`src/rtl/pswp_pkg.sv`:
```
// ---------------------------------------------------------------------------
// pswp_pkg
// Shared constants, types and weight-table generation for the N-step
// phase-shifting wrapped-phase block.
// ---------------------------------------------------------------------------
`timescale 1ns / 1ps

package pswp_pkg;

  // Field and datapath widths
  localparam int unsigned STEPS_DFLT   = 5;
  localparam int          SAMPLE_W     = 16;
  localparam int          PHASE_W      = 16;
  localparam int          MOD_W        = 17;
  localparam int          WEIGHT_W     = 16;
  localparam int          SUM_W        = 40;
  localparam int          ANGLE_W      = 32;
  localparam int          CORDIC_ITERS = 32;
  localparam int          ITER_W       = $clog2(CORDIC_ITERS);

  // Multiplier operand widths (signed)
  localparam int          MUL_A_W      = 22;
  localparam int          MUL_B_W      = 24;
  localparam int          MUL_P_W      = MUL_A_W + MUL_B_W;

  // Modulation scaling: magnitude * (2/gain in Q22) / (steps * 2^37)
  localparam int          XMAG_W       = 39;
  localparam int          XLO_W        = 20;
  localparam int          XHI_W        = XMAG_W - XLO_W;
  localparam int          SCALE_W      = 23;
  localparam int          NUM_W        = 62;
  localparam int          MOD_SHIFT    = 37;
  localparam int          QUO_W        = NUM_W + 1 - MOD_SHIFT;

  localparam logic [SCALE_W-1:0] TWO_OVER_GAIN_Q22 = 23'd5094007;
  localparam logic [MOD_W-1:0]   MOD_MAX           = '1;
  localparam longint             GAIN_INV_Q30      = 64'sd652032874;
  localparam logic [ANGLE_W-1:0] HALF_TURN         = 32'h8000_0000;
  localparam logic [ANGLE_W-1:0] PHASE_RND         = 32'h0000_8000;

  // atan(2^-k) in units of 2^-32 turn
  localparam logic [ANGLE_W-1:0] ATAN_TURNS [CORDIC_ITERS] = '{
    32'h20000000, 32'h12E4051E, 32'h09FB385B, 32'h051111D4,
    32'h028B0D43, 32'h0145D7E1, 32'h00A2F61E, 32'h00517C55,
    32'h0028BE53, 32'h00145F2F, 32'h000A2F98, 32'h000517CC,
    32'h00028BE6, 32'h000145F3, 32'h0000A2FA, 32'h0000517D,
    32'h000028BE, 32'h0000145F, 32'h00000A30, 32'h00000518,
    32'h0000028C, 32'h00000146, 32'h000000A3, 32'h00000051,
    32'h00000029, 32'h00000014, 32'h0000000A, 32'h00000005,
    32'h00000003, 32'h00000001, 32'h00000001, 32'h00000000
  };

  // Sequencer states of the top level
  typedef enum logic [3:0] {
    ST_IDLE,
    ST_MAC_C,
    ST_MAC_S,
    ST_FOLD,
    ST_ROT,
    ST_MUL_LO,
    ST_MUL_HI,
    ST_ROUND,
    ST_DIV,
    ST_DONE
  } state_t;

  // Control and status between the sequencer and the CORDIC unit
  typedef struct packed {
    logic start;
  } cordic_ctl_t;

  typedef struct packed {
    logic busy;
    logic done;
  } cordic_sts_t;

  // Round half up from Q30 to Q15 and saturate
  function automatic logic [WEIGHT_W-1:0] to_q15(input longint v);
    longint r;
    r = (v + 64'sd16384) >>> 15;
    if (r > 64'sd32767)  r = 64'sd32767;
    if (r < -64'sd32768) r = -64'sd32768;
    return WEIGHT_W'(r);
  endfunction

  // {cos, sin} weight pair in Q1.15 for an angle in 2^-32 turn.
  // Only evaluated at elaboration to build the weight table.
  function automatic logic [2*WEIGHT_W-1:0] weight_pair(input logic [ANGLE_W-1:0] angle);
    logic [1:0]         quad;
    logic [ANGLE_W-1:0] u;
    longint             z;
    longint             x;
    longint             y;
    longint             dx;
    longint             dy;
    longint             c;
    longint             s;
    int                 k;
    quad = 2'((angle + 32'h2000_0000) >> 30);
    u    = angle - {quad, 30'd0};
    z    = longint'(signed'(u));
    x    = GAIN_INV_Q30;
    y    = 0;
    for (k = 0; k < CORDIC_ITERS; k++) begin
      dx = y >>> k;
      dy = x >>> k;
      if (z >= 0) begin
        x = x - dx;
        y = y + dy;
        z = z - longint'(ATAN_TURNS[k]);
      end else begin
        x = x + dx;
        y = y - dy;
        z = z + longint'(ATAN_TURNS[k]);
      end
    end
    unique case (quad)
      2'd0: begin c = x;  s = y;  end
      2'd1: begin c = -y; s = x;  end
      2'd2: begin c = -x; s = -y; end
      default: begin c = y; s = -x; end
    endcase
    return {to_q15(c), to_q15(s)};
  endfunction

endpackage

```
`src/rtl/pswp_ifs.sv`:
```
// ---------------------------------------------------------------------------
// pswp_ifs
// Valid/ready stream interfaces for the sample input and the result output.
// ---------------------------------------------------------------------------
`timescale 1ns / 1ps

interface pswp_in_if;
  logic                          valid;
  logic                          ready;
  logic [pswp_pkg::SAMPLE_W-1:0] sample;

  modport source (output valid, output sample, input ready);
  modport sink   (input valid, input sample, output ready);
endinterface

interface pswp_out_if;
  logic                         valid;
  logic                         ready;
  logic [pswp_pkg::PHASE_W-1:0] phase_frac;
  logic [pswp_pkg::MOD_W-1:0]   modulation;

  modport source (output valid, output phase_frac, output modulation, input ready);
  modport sink   (input valid, input phase_frac, input modulation, output ready);
endinterface

```
`src/rtl/phase_shift_wrapped_phase.sv`:
```
// ---------------------------------------------------------------------------
// phase_shift_wrapped_phase
// N-step phase-shifting demodulator: wrapped phase and modulation per pixel.
// ---------------------------------------------------------------------------
// Usage:
//   in_ch  : valid/ready stream of 16-bit intensity samples, pixel-major,
//            STEPS samples per pixel back to back.
//   out_ch : one result per pixel: phase_frac (65536 = one turn) and
//            modulation (saturated to 17 bits).
//   A sample is taken in the idle state and then passes two multiply-
//   accumulate steps on the single shared multiplier (cos, then sin).
//   After the last sample of a pixel follow a fold step, the CORDIC
//   (32 micro-rotations), the scaling multiply and rounding, a
//   reciprocal multiply for the division by STEPS, and the load of the
//   output register. A pixel whose sums are both zero skips the CORDIC,
//   the scaling and the division.
//   in_ch.ready is high only while the sequencer is idle.
//   Results sit in an output register; while the receiver stalls, new
//   samples are still taken, and only the finish of the next pixel
//   waits until the register is free.
//   Reset clears the sums, the step counter and the output valid.
// ---------------------------------------------------------------------------
`timescale 1ns / 1ps

module phase_shift_wrapped_phase #(
  parameter int unsigned STEPS = pswp_pkg::STEPS_DFLT
) (
  input  logic      clk,
  input  logic      rst_n,
  pswp_in_if.sink   in_ch,
  pswp_out_if.source out_ch
);
  import pswp_pkg::*;

  localparam int StepW   = $clog2(STEPS);
  // Division by STEPS: quotients in range need QcW bits, reciprocal in Q(RecipSh)
  localparam int QcW     = MOD_W + $clog2(STEPS);
  localparam int RecipSh = QcW + $clog2(STEPS);
  localparam logic [MUL_B_W-1:0] Recip =
    MUL_B_W'(((64'd1 << RecipSh) + 64'(STEPS) - 64'd1) / 64'(STEPS));
  localparam logic [QUO_W-1:0]   SatLim = QUO_W'(64'(STEPS) << MOD_W);

  // Weight table, built at elaboration
  logic signed [WEIGHT_W-1:0] cos_wt [STEPS];
  logic signed [WEIGHT_W-1:0] sin_wt [STEPS];

  for (genvar g = 0; g < STEPS; g++) begin : g_wt
    localparam logic [ANGLE_W-1:0] Angle =
      ANGLE_W'(((64'(g) << 32) + 64'(STEPS / 2)) / 64'(STEPS));
    localparam logic [2*WEIGHT_W-1:0] Pair = weight_pair(Angle);
    assign cos_wt[g] = Pair[2*WEIGHT_W-1:WEIGHT_W];
    assign sin_wt[g] = Pair[WEIGHT_W-1:0];
  end

  // State and datapath registers
  state_t                  state_r;
  state_t                  state_nxt;
  logic [StepW-1:0]        step_r;
  logic [StepW-1:0]        step_nxt;
  logic [SAMPLE_W-1:0]     sample_r;
  logic signed [SUM_W-1:0] cos_sum_r;
  logic signed [SUM_W-1:0] cos_sum_nxt;
  logic signed [SUM_W-1:0] sin_sum_r;
  logic signed [SUM_W-1:0] sin_sum_nxt;
  logic                    zero_r;
  logic                    zero_nxt;
  logic [NUM_W-1:0]        num_r;
  logic [NUM_W-1:0]        num_nxt;
  logic [QUO_W-1:0]        quo_r;
  logic [QUO_W-1:0]        quo_nxt;
  logic                    out_valid_r;
  logic                    out_valid_nxt;
  logic [PHASE_W-1:0]      out_phase_r;
  logic [MOD_W-1:0]        out_mod_r;

  // Control decoded from state
  logic        in_rdy;
  logic        load_out;
  logic        out_free;
  logic        last_step;
  logic        sums_zero;
  cordic_ctl_t cordic_ctl;
  cordic_sts_t cordic_sts;

  // Shared multiplier
  logic signed [MUL_A_W-1:0] mul_a;
  logic signed [MUL_B_W-1:0] mul_b;
  logic signed [MUL_P_W-1:0] prod;

  // CORDIC results and post-processing
  logic signed [SUM_W-1:0] cx;
  logic [ANGLE_W-1:0]      cang;
  logic [ANGLE_W-1:0]      ang_rnd;
  logic [XMAG_W-1:0]       xmag;
  logic [NUM_W:0]          num_rnd;
  logic                    div_sat;
  logic [PHASE_W-1:0]      phase_val;
  logic [MOD_W-1:0]        mod_val;

  assign last_step = (step_r == StepW'(STEPS - 1));
  assign sums_zero = (cos_sum_r == '0) && (sin_sum_r == '0);
  assign out_free  = !out_valid_r || out_ch.ready;

  // Next state
  always_comb begin
    state_nxt = state_r;
    unique case (state_r)
      ST_IDLE:   if (in_ch.valid) state_nxt = ST_MAC_C;
      ST_MAC_C:  state_nxt = ST_MAC_S;
      ST_MAC_S:  state_nxt = last_step ? ST_FOLD : ST_IDLE;
      ST_FOLD:   state_nxt = sums_zero ? ST_DONE : ST_ROT;
      ST_ROT:    if (cordic_sts.done) state_nxt = ST_MUL_LO;
      ST_MUL_LO: state_nxt = ST_MUL_HI;
      ST_MUL_HI: state_nxt = ST_ROUND;
      ST_ROUND:  state_nxt = ST_DIV;
      ST_DIV:    state_nxt = ST_DONE;
      ST_DONE:   if (out_free) state_nxt = ST_IDLE;
      default:   state_nxt = ST_IDLE;
    endcase
  end

  // Control outputs
  always_comb begin
    in_rdy           = 1'b0;
    load_out         = 1'b0;
    cordic_ctl.start = 1'b0;
    unique case (state_r)
      ST_IDLE: in_rdy           = 1'b1;
      ST_FOLD: cordic_ctl.start = !sums_zero;
      ST_DONE: load_out         = out_free;
      default: ;
    endcase
  end

  // Vectoring CORDIC unit
  pswp_cordic u_cordic (
    .clk     (clk),
    .rst_n   (rst_n),
    .ctl     (cordic_ctl),
    .x_in    (cos_sum_r),
    .y_in    (sin_sum_r),
    .sts     (cordic_sts),
    .x_out   (cx),
    .ang_out (cang)
  );

  // Magnitude clamped at zero
  assign xmag = cx[SUM_W-1] ? '0 : cx[XMAG_W-1:0];

  // Multiplier operand selection
  always_comb begin
    mul_a = '0;
    mul_b = '0;
    unique case (state_r)
      ST_MAC_C: begin
        mul_a = $signed({{(MUL_A_W - SAMPLE_W){1'b0}}, sample_r});
        mul_b = MUL_B_W'(cos_wt[step_r]);
      end
      ST_MAC_S: begin
        mul_a = $signed({{(MUL_A_W - SAMPLE_W){1'b0}}, sample_r});
        mul_b = MUL_B_W'(sin_wt[step_r]);
      end
      ST_MUL_LO: begin
        mul_a = $signed({{(MUL_A_W - XLO_W){1'b0}}, xmag[XLO_W-1:0]});
        mul_b = $signed({{(MUL_B_W - SCALE_W){1'b0}}, TWO_OVER_GAIN_Q22});
      end
      ST_MUL_HI: begin
        mul_a = $signed({{(MUL_A_W - XHI_W){1'b0}}, xmag[XMAG_W-1:XLO_W]});
        mul_b = $signed({{(MUL_B_W - SCALE_W){1'b0}}, TWO_OVER_GAIN_Q22});
      end
      ST_DIV: begin
        mul_a = $signed({{(MUL_A_W - QcW){1'b0}}, quo_r[QcW-1:0]});
        mul_b = $signed(Recip);
      end
      default: ;
    endcase
  end

  assign prod = mul_a * mul_b;

  // Rounding offset of steps * 2^36, then drop 37 bits
  assign num_rnd = {1'b0, num_r} + ((NUM_W + 1)'(STEPS) << (MOD_SHIFT - 1));

  // Quotients past the field saturate; the rest divide by reciprocal multiply
  assign div_sat = (quo_r >= SatLim);

  // Datapath next values
  always_comb begin
    step_nxt    = step_r;
    cos_sum_nxt = cos_sum_r;
    sin_sum_nxt = sin_sum_r;
    zero_nxt    = zero_r;
    num_nxt     = num_r;
    quo_nxt     = quo_r;
    unique case (state_r)
      ST_MAC_C: cos_sum_nxt = cos_sum_r + SUM_W'(prod);
      ST_MAC_S: begin
        sin_sum_nxt = sin_sum_r + SUM_W'(prod);
        step_nxt    = last_step ? '0 : step_r + 1'b1;
      end
      ST_FOLD: begin
        zero_nxt    = sums_zero;
        cos_sum_nxt = '0;
        sin_sum_nxt = '0;
      end
      ST_MUL_LO: num_nxt = NUM_W'(prod[XLO_W+SCALE_W-1:0]);
      ST_MUL_HI: num_nxt = num_r + {prod[XHI_W+SCALE_W-1:0], {XLO_W{1'b0}}};
      ST_ROUND:  quo_nxt = num_rnd[NUM_W:MOD_SHIFT];
      ST_DIV:    quo_nxt = div_sat ? '1 : QUO_W'(prod[RecipSh+MOD_W-1:RecipSh]);
      default: ;
    endcase
  end

  // Result formatting
  assign ang_rnd   = cang + PHASE_RND;
  assign phase_val = zero_r ? '0 : ang_rnd[ANGLE_W-1:ANGLE_W-PHASE_W];
  assign mod_val   = zero_r ? '0 :
                     (quo_r[QUO_W-1:MOD_W] != '0) ? MOD_MAX : quo_r[MOD_W-1:0];

  // Output register valid
  always_comb begin
    out_valid_nxt = out_valid_r;
    if (load_out) begin
      out_valid_nxt = 1'b1;
    end else if (out_ch.ready) begin
      out_valid_nxt = 1'b0;
    end
  end

  // Control registers
  always_ff @(posedge clk) begin
    if (!rst_n) begin
      state_r     <= ST_IDLE;
      step_r      <= '0;
      cos_sum_r   <= '0;
      sin_sum_r   <= '0;
      out_valid_r <= 1'b0;
    end else begin
      state_r     <= state_nxt;
      step_r      <= step_nxt;
      cos_sum_r   <= cos_sum_nxt;
      sin_sum_r   <= sin_sum_nxt;
      out_valid_r <= out_valid_nxt;
    end
  end

  // Payload registers
  always_ff @(posedge clk) begin
    if (in_rdy && in_ch.valid) begin
      sample_r <= in_ch.sample;
    end
    zero_r <= zero_nxt;
    num_r  <= num_nxt;
    quo_r  <= quo_nxt;
    if (load_out) begin
      out_phase_r <= phase_val;
      out_mod_r   <= mod_val;
    end
  end

  assign in_ch.ready       = in_rdy;
  assign out_ch.valid      = out_valid_r;
  assign out_ch.phase_frac = out_phase_r;
  assign out_ch.modulation = out_mod_r;

endmodule

```
`src/rtl/pswp_cordic.sv`:
```
// ---------------------------------------------------------------------------
// pswp_cordic
// Iterative vectoring CORDIC: one shift-add micro-rotation per cycle,
// returns the scaled magnitude and the angle in 2^-32 turn.
// ---------------------------------------------------------------------------
`timescale 1ns / 1ps

module pswp_cordic (
  input  logic                                clk,
  input  logic                                rst_n,
  input  pswp_pkg::cordic_ctl_t               ctl,
  input  logic signed [pswp_pkg::SUM_W-1:0]   x_in,
  input  logic signed [pswp_pkg::SUM_W-1:0]   y_in,
  output pswp_pkg::cordic_sts_t               sts,
  output logic signed [pswp_pkg::SUM_W-1:0]   x_out,
  output logic        [pswp_pkg::ANGLE_W-1:0] ang_out
);
  import pswp_pkg::*;

  logic                     busy_r;
  logic                     busy_nxt;
  logic                     done_r;
  logic                     done_nxt;
  logic [ITER_W-1:0]        k_r;
  logic [ITER_W-1:0]        k_nxt;
  logic signed [SUM_W-1:0]  x_r;
  logic signed [SUM_W-1:0]  x_nxt;
  logic signed [SUM_W-1:0]  y_r;
  logic signed [SUM_W-1:0]  y_nxt;
  logic [ANGLE_W-1:0]       ang_r;
  logic [ANGLE_W-1:0]       ang_nxt;
  logic signed [SUM_W-1:0]  dx;
  logic signed [SUM_W-1:0]  dy;

  // Shared shifter pair of the micro-rotation
  assign dx = y_r >>> k_r;
  assign dy = x_r >>> k_r;

  // Load with left half-plane fold, then rotate toward y = 0
  always_comb begin
    busy_nxt = busy_r;
    done_nxt = 1'b0;
    k_nxt    = k_r;
    x_nxt    = x_r;
    y_nxt    = y_r;
    ang_nxt  = ang_r;
    if (ctl.start) begin
      busy_nxt = 1'b1;
      k_nxt    = '0;
      if (x_in < 0) begin
        x_nxt   = -x_in;
        y_nxt   = -y_in;
        ang_nxt = HALF_TURN;
      end else begin
        x_nxt   = x_in;
        y_nxt   = y_in;
        ang_nxt = '0;
      end
    end else if (busy_r) begin
      if (y_r > 0) begin
        x_nxt   = x_r + dx;
        y_nxt   = y_r - dy;
        ang_nxt = ang_r + ATAN_TURNS[k_r];
      end else begin
        x_nxt   = x_r - dx;
        y_nxt   = y_r + dy;
        ang_nxt = ang_r - ATAN_TURNS[k_r];
      end
      k_nxt = k_r + 1'b1;
      if (k_r == ITER_W'(CORDIC_ITERS - 1)) begin
        busy_nxt = 1'b0;
        done_nxt = 1'b1;
      end
    end
  end

  // Control registers
  always_ff @(posedge clk) begin
    if (!rst_n) begin
      busy_r <= 1'b0;
      done_r <= 1'b0;
      k_r    <= '0;
    end else begin
      busy_r <= busy_nxt;
      done_r <= done_nxt;
      k_r    <= k_nxt;
    end
  end

  // Vector registers
  always_ff @(posedge clk) begin
    x_r   <= x_nxt;
    y_r   <= y_nxt;
    ang_r <= ang_nxt;
  end

  assign sts.busy = busy_r;
  assign sts.done = done_r;
  assign x_out    = x_r;
  assign ang_out  = ang_r;

endmodule

```
`src/flat_wrapper.sv`:
```
// flat-port wrapper written by rule: the top's interface ports become plain ports
module phase_shift_wrapped_phase_flat import pswp_pkg::*;
#(
  parameter int unsigned STEPS = pswp_pkg::STEPS_DFLT
)
  (clk, rst_n, in_ch_valid, in_ch_sample, in_ch_ready, out_ch_valid, out_ch_phase_frac, out_ch_modulation, out_ch_ready);
  pswp_in_if in_ch_i ();
  pswp_out_if out_ch_i ();
  input  logic clk;
  input  logic rst_n;
  input wire logic [$bits(in_ch_i.valid)-1:0] in_ch_valid;
  input wire logic [$bits(in_ch_i.sample)-1:0] in_ch_sample;
  output wire logic [$bits(in_ch_i.ready)-1:0] in_ch_ready;
  output wire logic [$bits(out_ch_i.valid)-1:0] out_ch_valid;
  output wire logic [$bits(out_ch_i.phase_frac)-1:0] out_ch_phase_frac;
  output wire logic [$bits(out_ch_i.modulation)-1:0] out_ch_modulation;
  input wire logic [$bits(out_ch_i.ready)-1:0] out_ch_ready;
  assign in_ch_i.valid = in_ch_valid;
  assign in_ch_i.sample = in_ch_sample;
  assign in_ch_ready = in_ch_i.ready;
  assign out_ch_valid = out_ch_i.valid;
  assign out_ch_phase_frac = out_ch_i.phase_frac;
  assign out_ch_modulation = out_ch_i.modulation;
  assign out_ch_i.ready = out_ch_ready;
  phase_shift_wrapped_phase #(.STEPS(STEPS)) u_core (.clk(clk), .rst_n(rst_n), .in_ch(in_ch_i), .out_ch(out_ch_i));
endmodule
```
`config.mk`:
```
export PLATFORM = sky130hd
export DESIGN_NAME = phase_shift_wrapped_phase_flat
export DESIGN_NICKNAME = d
export VERILOG_FILES = /design/src/rtl/pswp_pkg.sv /design/src/rtl/pswp_ifs.sv /design/src/rtl/phase_shift_wrapped_phase.sv /design/src/rtl/pswp_cordic.sv /design/src/flat_wrapper.sv
export SDC_FILE = /design/constraint.sdc
export NUM_CORES = 2
export LEC_CHECK = 0
export BUFFER_PORTS_ARGS = -buffer_cell sky130_fd_sc_hd__buf_2
export CORE_MARGIN = 5
export CORE_UTILIZATION = 42
export CTS_BUF_LIST = sky130_fd_sc_hd__clkbuf_8
export DETAILED_ROUTE_END_ITERATION = 6
export PLACE_DENSITY_LB_ADDON = 0.12
export SYNTH_ARGS = -nofsm -noshare
export SYNTH_HDL_FRONTEND = slang
export SYNTH_HIERARCHICAL = 1
export SYNTH_SLANG_ARGS = --single-unit
```
`constraint.sdc`:
```
create_clock -name clk -period 27.6 [get_ports clk]
set_input_delay 0 -clock clk [delete_from_list [all_inputs] [get_ports clk]]
set_output_delay 0 -clock clk [all_outputs]
set_load 0.05 [all_outputs]
```
==> summary.md <==
| Metric | Value |
|---|---|
| Seq pwr share | `17.8%` |
| DR pass1 iterations | `7` |
| Net Sw Frac | `52.1%` |
| Core ar. | `125000 µm²` |
| Syn Inst Count | `6103` |
| Drt drc | `6` |
| Die W | `365 µm` |
| Normalized max-slew margin | `-4.01%` |
| Final setup viols | `0` |
| # IOs | `55` |
| CTS tree | `done` |
| Synthesized cell area | `52800 µm²` |
| Synth-to-layout area growth | `6.80%` |
| Fillcell total | `12600` |
| Critical-path top delay cell | `nor2_1` |
| Clock power share | `13.0%` |
| Mean Syn Cell Area | `8.66 µm²` |
| Die height | `365 µm` |
| Design area | `56400 µm²` |
| Cell mode on critical path | `a21o_1` |
| Largest net degree at the start of global routing | `143` |
| Crit share post-route | `46.4%` |
| Max-Cap Viols | `1` |
| Final core occ | `45.0%` |
| Place WS | `14920 ps` |
| Hold Crit Class | `in -> reg` |
| Cells on worst reg2reg path | `40` |
| PwrDens | `71.6 nW/µm²` |
| DP Area | `54800 µm²` |
| WL final | `204 mm` |
| Worst setup SP type | `register` |
| Failing checks | `DRC, capacitance limit, slew limit` |
| Die area | `133000 µm²` |
| Input/output buffers | `54` |
| Share of cells above drive strength 1 | `8.13%` |
| Clock Pin Slew Worst Setup and Hold Paths | `70 ps` |
| WHS | `83.9 ps` |
| Final Hold Fails | `0` |
| GRT Util Overall | `30.3%` |
| Setup crit end kind | `register` |
| TritonCTS Buffers | `71` |
| Hold depth | `2` |
| Arr. time, crit path | `13470 ps` |
| CTS H-tree depth | `3` |
| Total number of vias | `46700` |
| Wire length per cell | `26.1 µm` |
| Setup slack after layout | `14790 ps` |
| CP Max Fanout | `30` |
| RD Place Congestion | `1.00` |
| Nets | `6980` |
| Setup Total Neg Slack | `0 ps` |
| CTS Sinks | `325` |
| Post-route ant nets | `0` |
| Clk buf depth | `3` |
| GRT Residual Overflow | `0` |
| DRT iter0 DRCs | `4364` |
| RSZ-0062 raised after global routing | `false` |
| Layout Cells excl Fill | `7823` |
| Row cnt | `130` |
| Status | `complete, but fails checks` |
| Critical path class | `reg -> reg` |
| Yosys warning count | `6` |
| Actual slew at the worst max-slew pin | `1550 ps` |
| Max stage delay on crit path | `770 ps` |
| Placed insts | `7660` |
| Peak VDD IR | `0.0000395 V` |
| Vias in the first global route | `46600` |
| F_max | `0.0781 GHz` |
| Worst-Skew Late Latency | `760 ps` |
| Tot Pwr | `4.04 mW` |
| Post-DP HPWL | `163 mm` |
| Leakage dissipation | `24.8 nW` |
| Setup Skew | `63.9 ps` |
| Root Buffer | `clkbuf_8` |
| Pint | `1.93 mW` |
| Initial antenna violation count | `6` |
| Max Slew Vio Count | `2` |
| Min cycle time layout | `12810 ps` |
| Sw power | `2.10 mW` |
| Via-per-instance ratio | `5.97` |
| Combinational power share | `69.2%` |
| Post-CTS Resized | `0` |
| Initial Utilization | `42.2%` |
| First-pass GRT wire length | `302 mm` |
| CP required | `28260 ps` |
==> flip-flops by register name, indices dropped and copies added, names as in the netlist, 5 cells and up <==
name,count
u_core/u_cordic/x_out,40
u_core/sample_r,16
u_core/u_cordic/ang_out,32
u_core/sin_sum_r,40
u_core/cos_sum_r,40
u_core/out_ch.phase_frac,16
u_core/u_cordic/y_r,40
u_core/u_cordic/k_r,5
u_core/quo_r,26
u_core/out_ch.modulation,17
u_core/num_r,42
==> timing repair <==
action,in CTS,in global routing
setup buffers,0,0
endpoints found under the hold margin,33,0
endpoints found under the setup margin,0,0
hold buffers,28,0
==> per-layer routing <==
metal	GRT usage (%)	part of all wire, %	up-vias
met2	50.5	47	1944
met1	38.6	40	23000
met5	0	0	-
met4	14.3	5.6	0
met3	5.07	7.3	459
li1	-	-	21300
==> cell type report <==
cell class              instances  area [µm²]  share of cell area (%)
clock buffers                  76        1050                    1.85
flip-flops and latches        325        8830                    15.6
inverters                     718        2700                    4.78
repair buffers                173        1250                    2.21
multi-input cells            4822       40300                    71.4
well taps                    1650        2060                    3.66
diodes                          8        20.0                  0.0355
clock inverters                51         263                   0.466
==> cell usage in the layout (no fill, tap or decap), types with 63 or more instances in the layout <==
| master | count |
|---|---|
| nand3_1 | 92 |
| inv_1 | 736 |
| a21o_1 | 156 |
| a21oi_1 | 378 |
| buf_4 | 90 |
| edfxtp_1 | 230 |
| nand2b_1 | 63 |
| fa_1 | 479 |
| xnor2_1 | 258 |
| nand2_1 | 587 |
| mux2i_1 | 101 |
| a22oi_1 | 75 |
| xor2_1 | 192 |
| o21ai_0 | 258 |
| dfxtp_1 | 89 |
| clkbuf_8 | 76 |
| nor3_1 | 73 |
| nor2_1 | 536 |
| mux4_2 | 87 |
| nor2b_1 | 72 |
| ha_1 | 370 |
==> worst max-delay path: cells and delay by family (launching register included) <==
kind	cells	cell delay (ps)
AOI/OAI and AO/OA	15	2900
xor gates and xnor gates	3	1010
adders and majority gates	9	4460
buffers and inverters	8	1370
DFF	1	590
and+or+nand+nor	5	2350
==> worst paths after layout <==
path	slack (ps)	startpoint	endpoint
setup / recovery	14790	u_core/state_r[0]$_SDFFE_PN0P_	u_core/sin_sum_r[39]$_SDFFE_PN0P_
hold reg to reg	570	u_core/sin_sum_r[17]$_SDFFE_PN0P_	u_core/sin_sum_r[17]$_SDFFE_PN0P_
hold / removal	80	in_ch_sample[2]	u_core/sample_r[2]$_DFFE_PP_
setup reg to reg	14790	u_core/state_r[0]$_SDFFE_PN0P_	u_core/sin_sum_r[39]$_SDFFE_PN0P_
==> power by group through the flow <==
stage	logic [mW]	registers, mW	clock network [mW]
after floorplan	1.99	0.676	0
after global placement	2.73	0.726	0
after detailed placement	2.74	0.726	0
after CTS	2.76	0.717	0.540
after global routing	3.05	0.725	0.562
final	2.79	0.720	0.523
No activity file was read; power rests on OpenSTA's default activity.
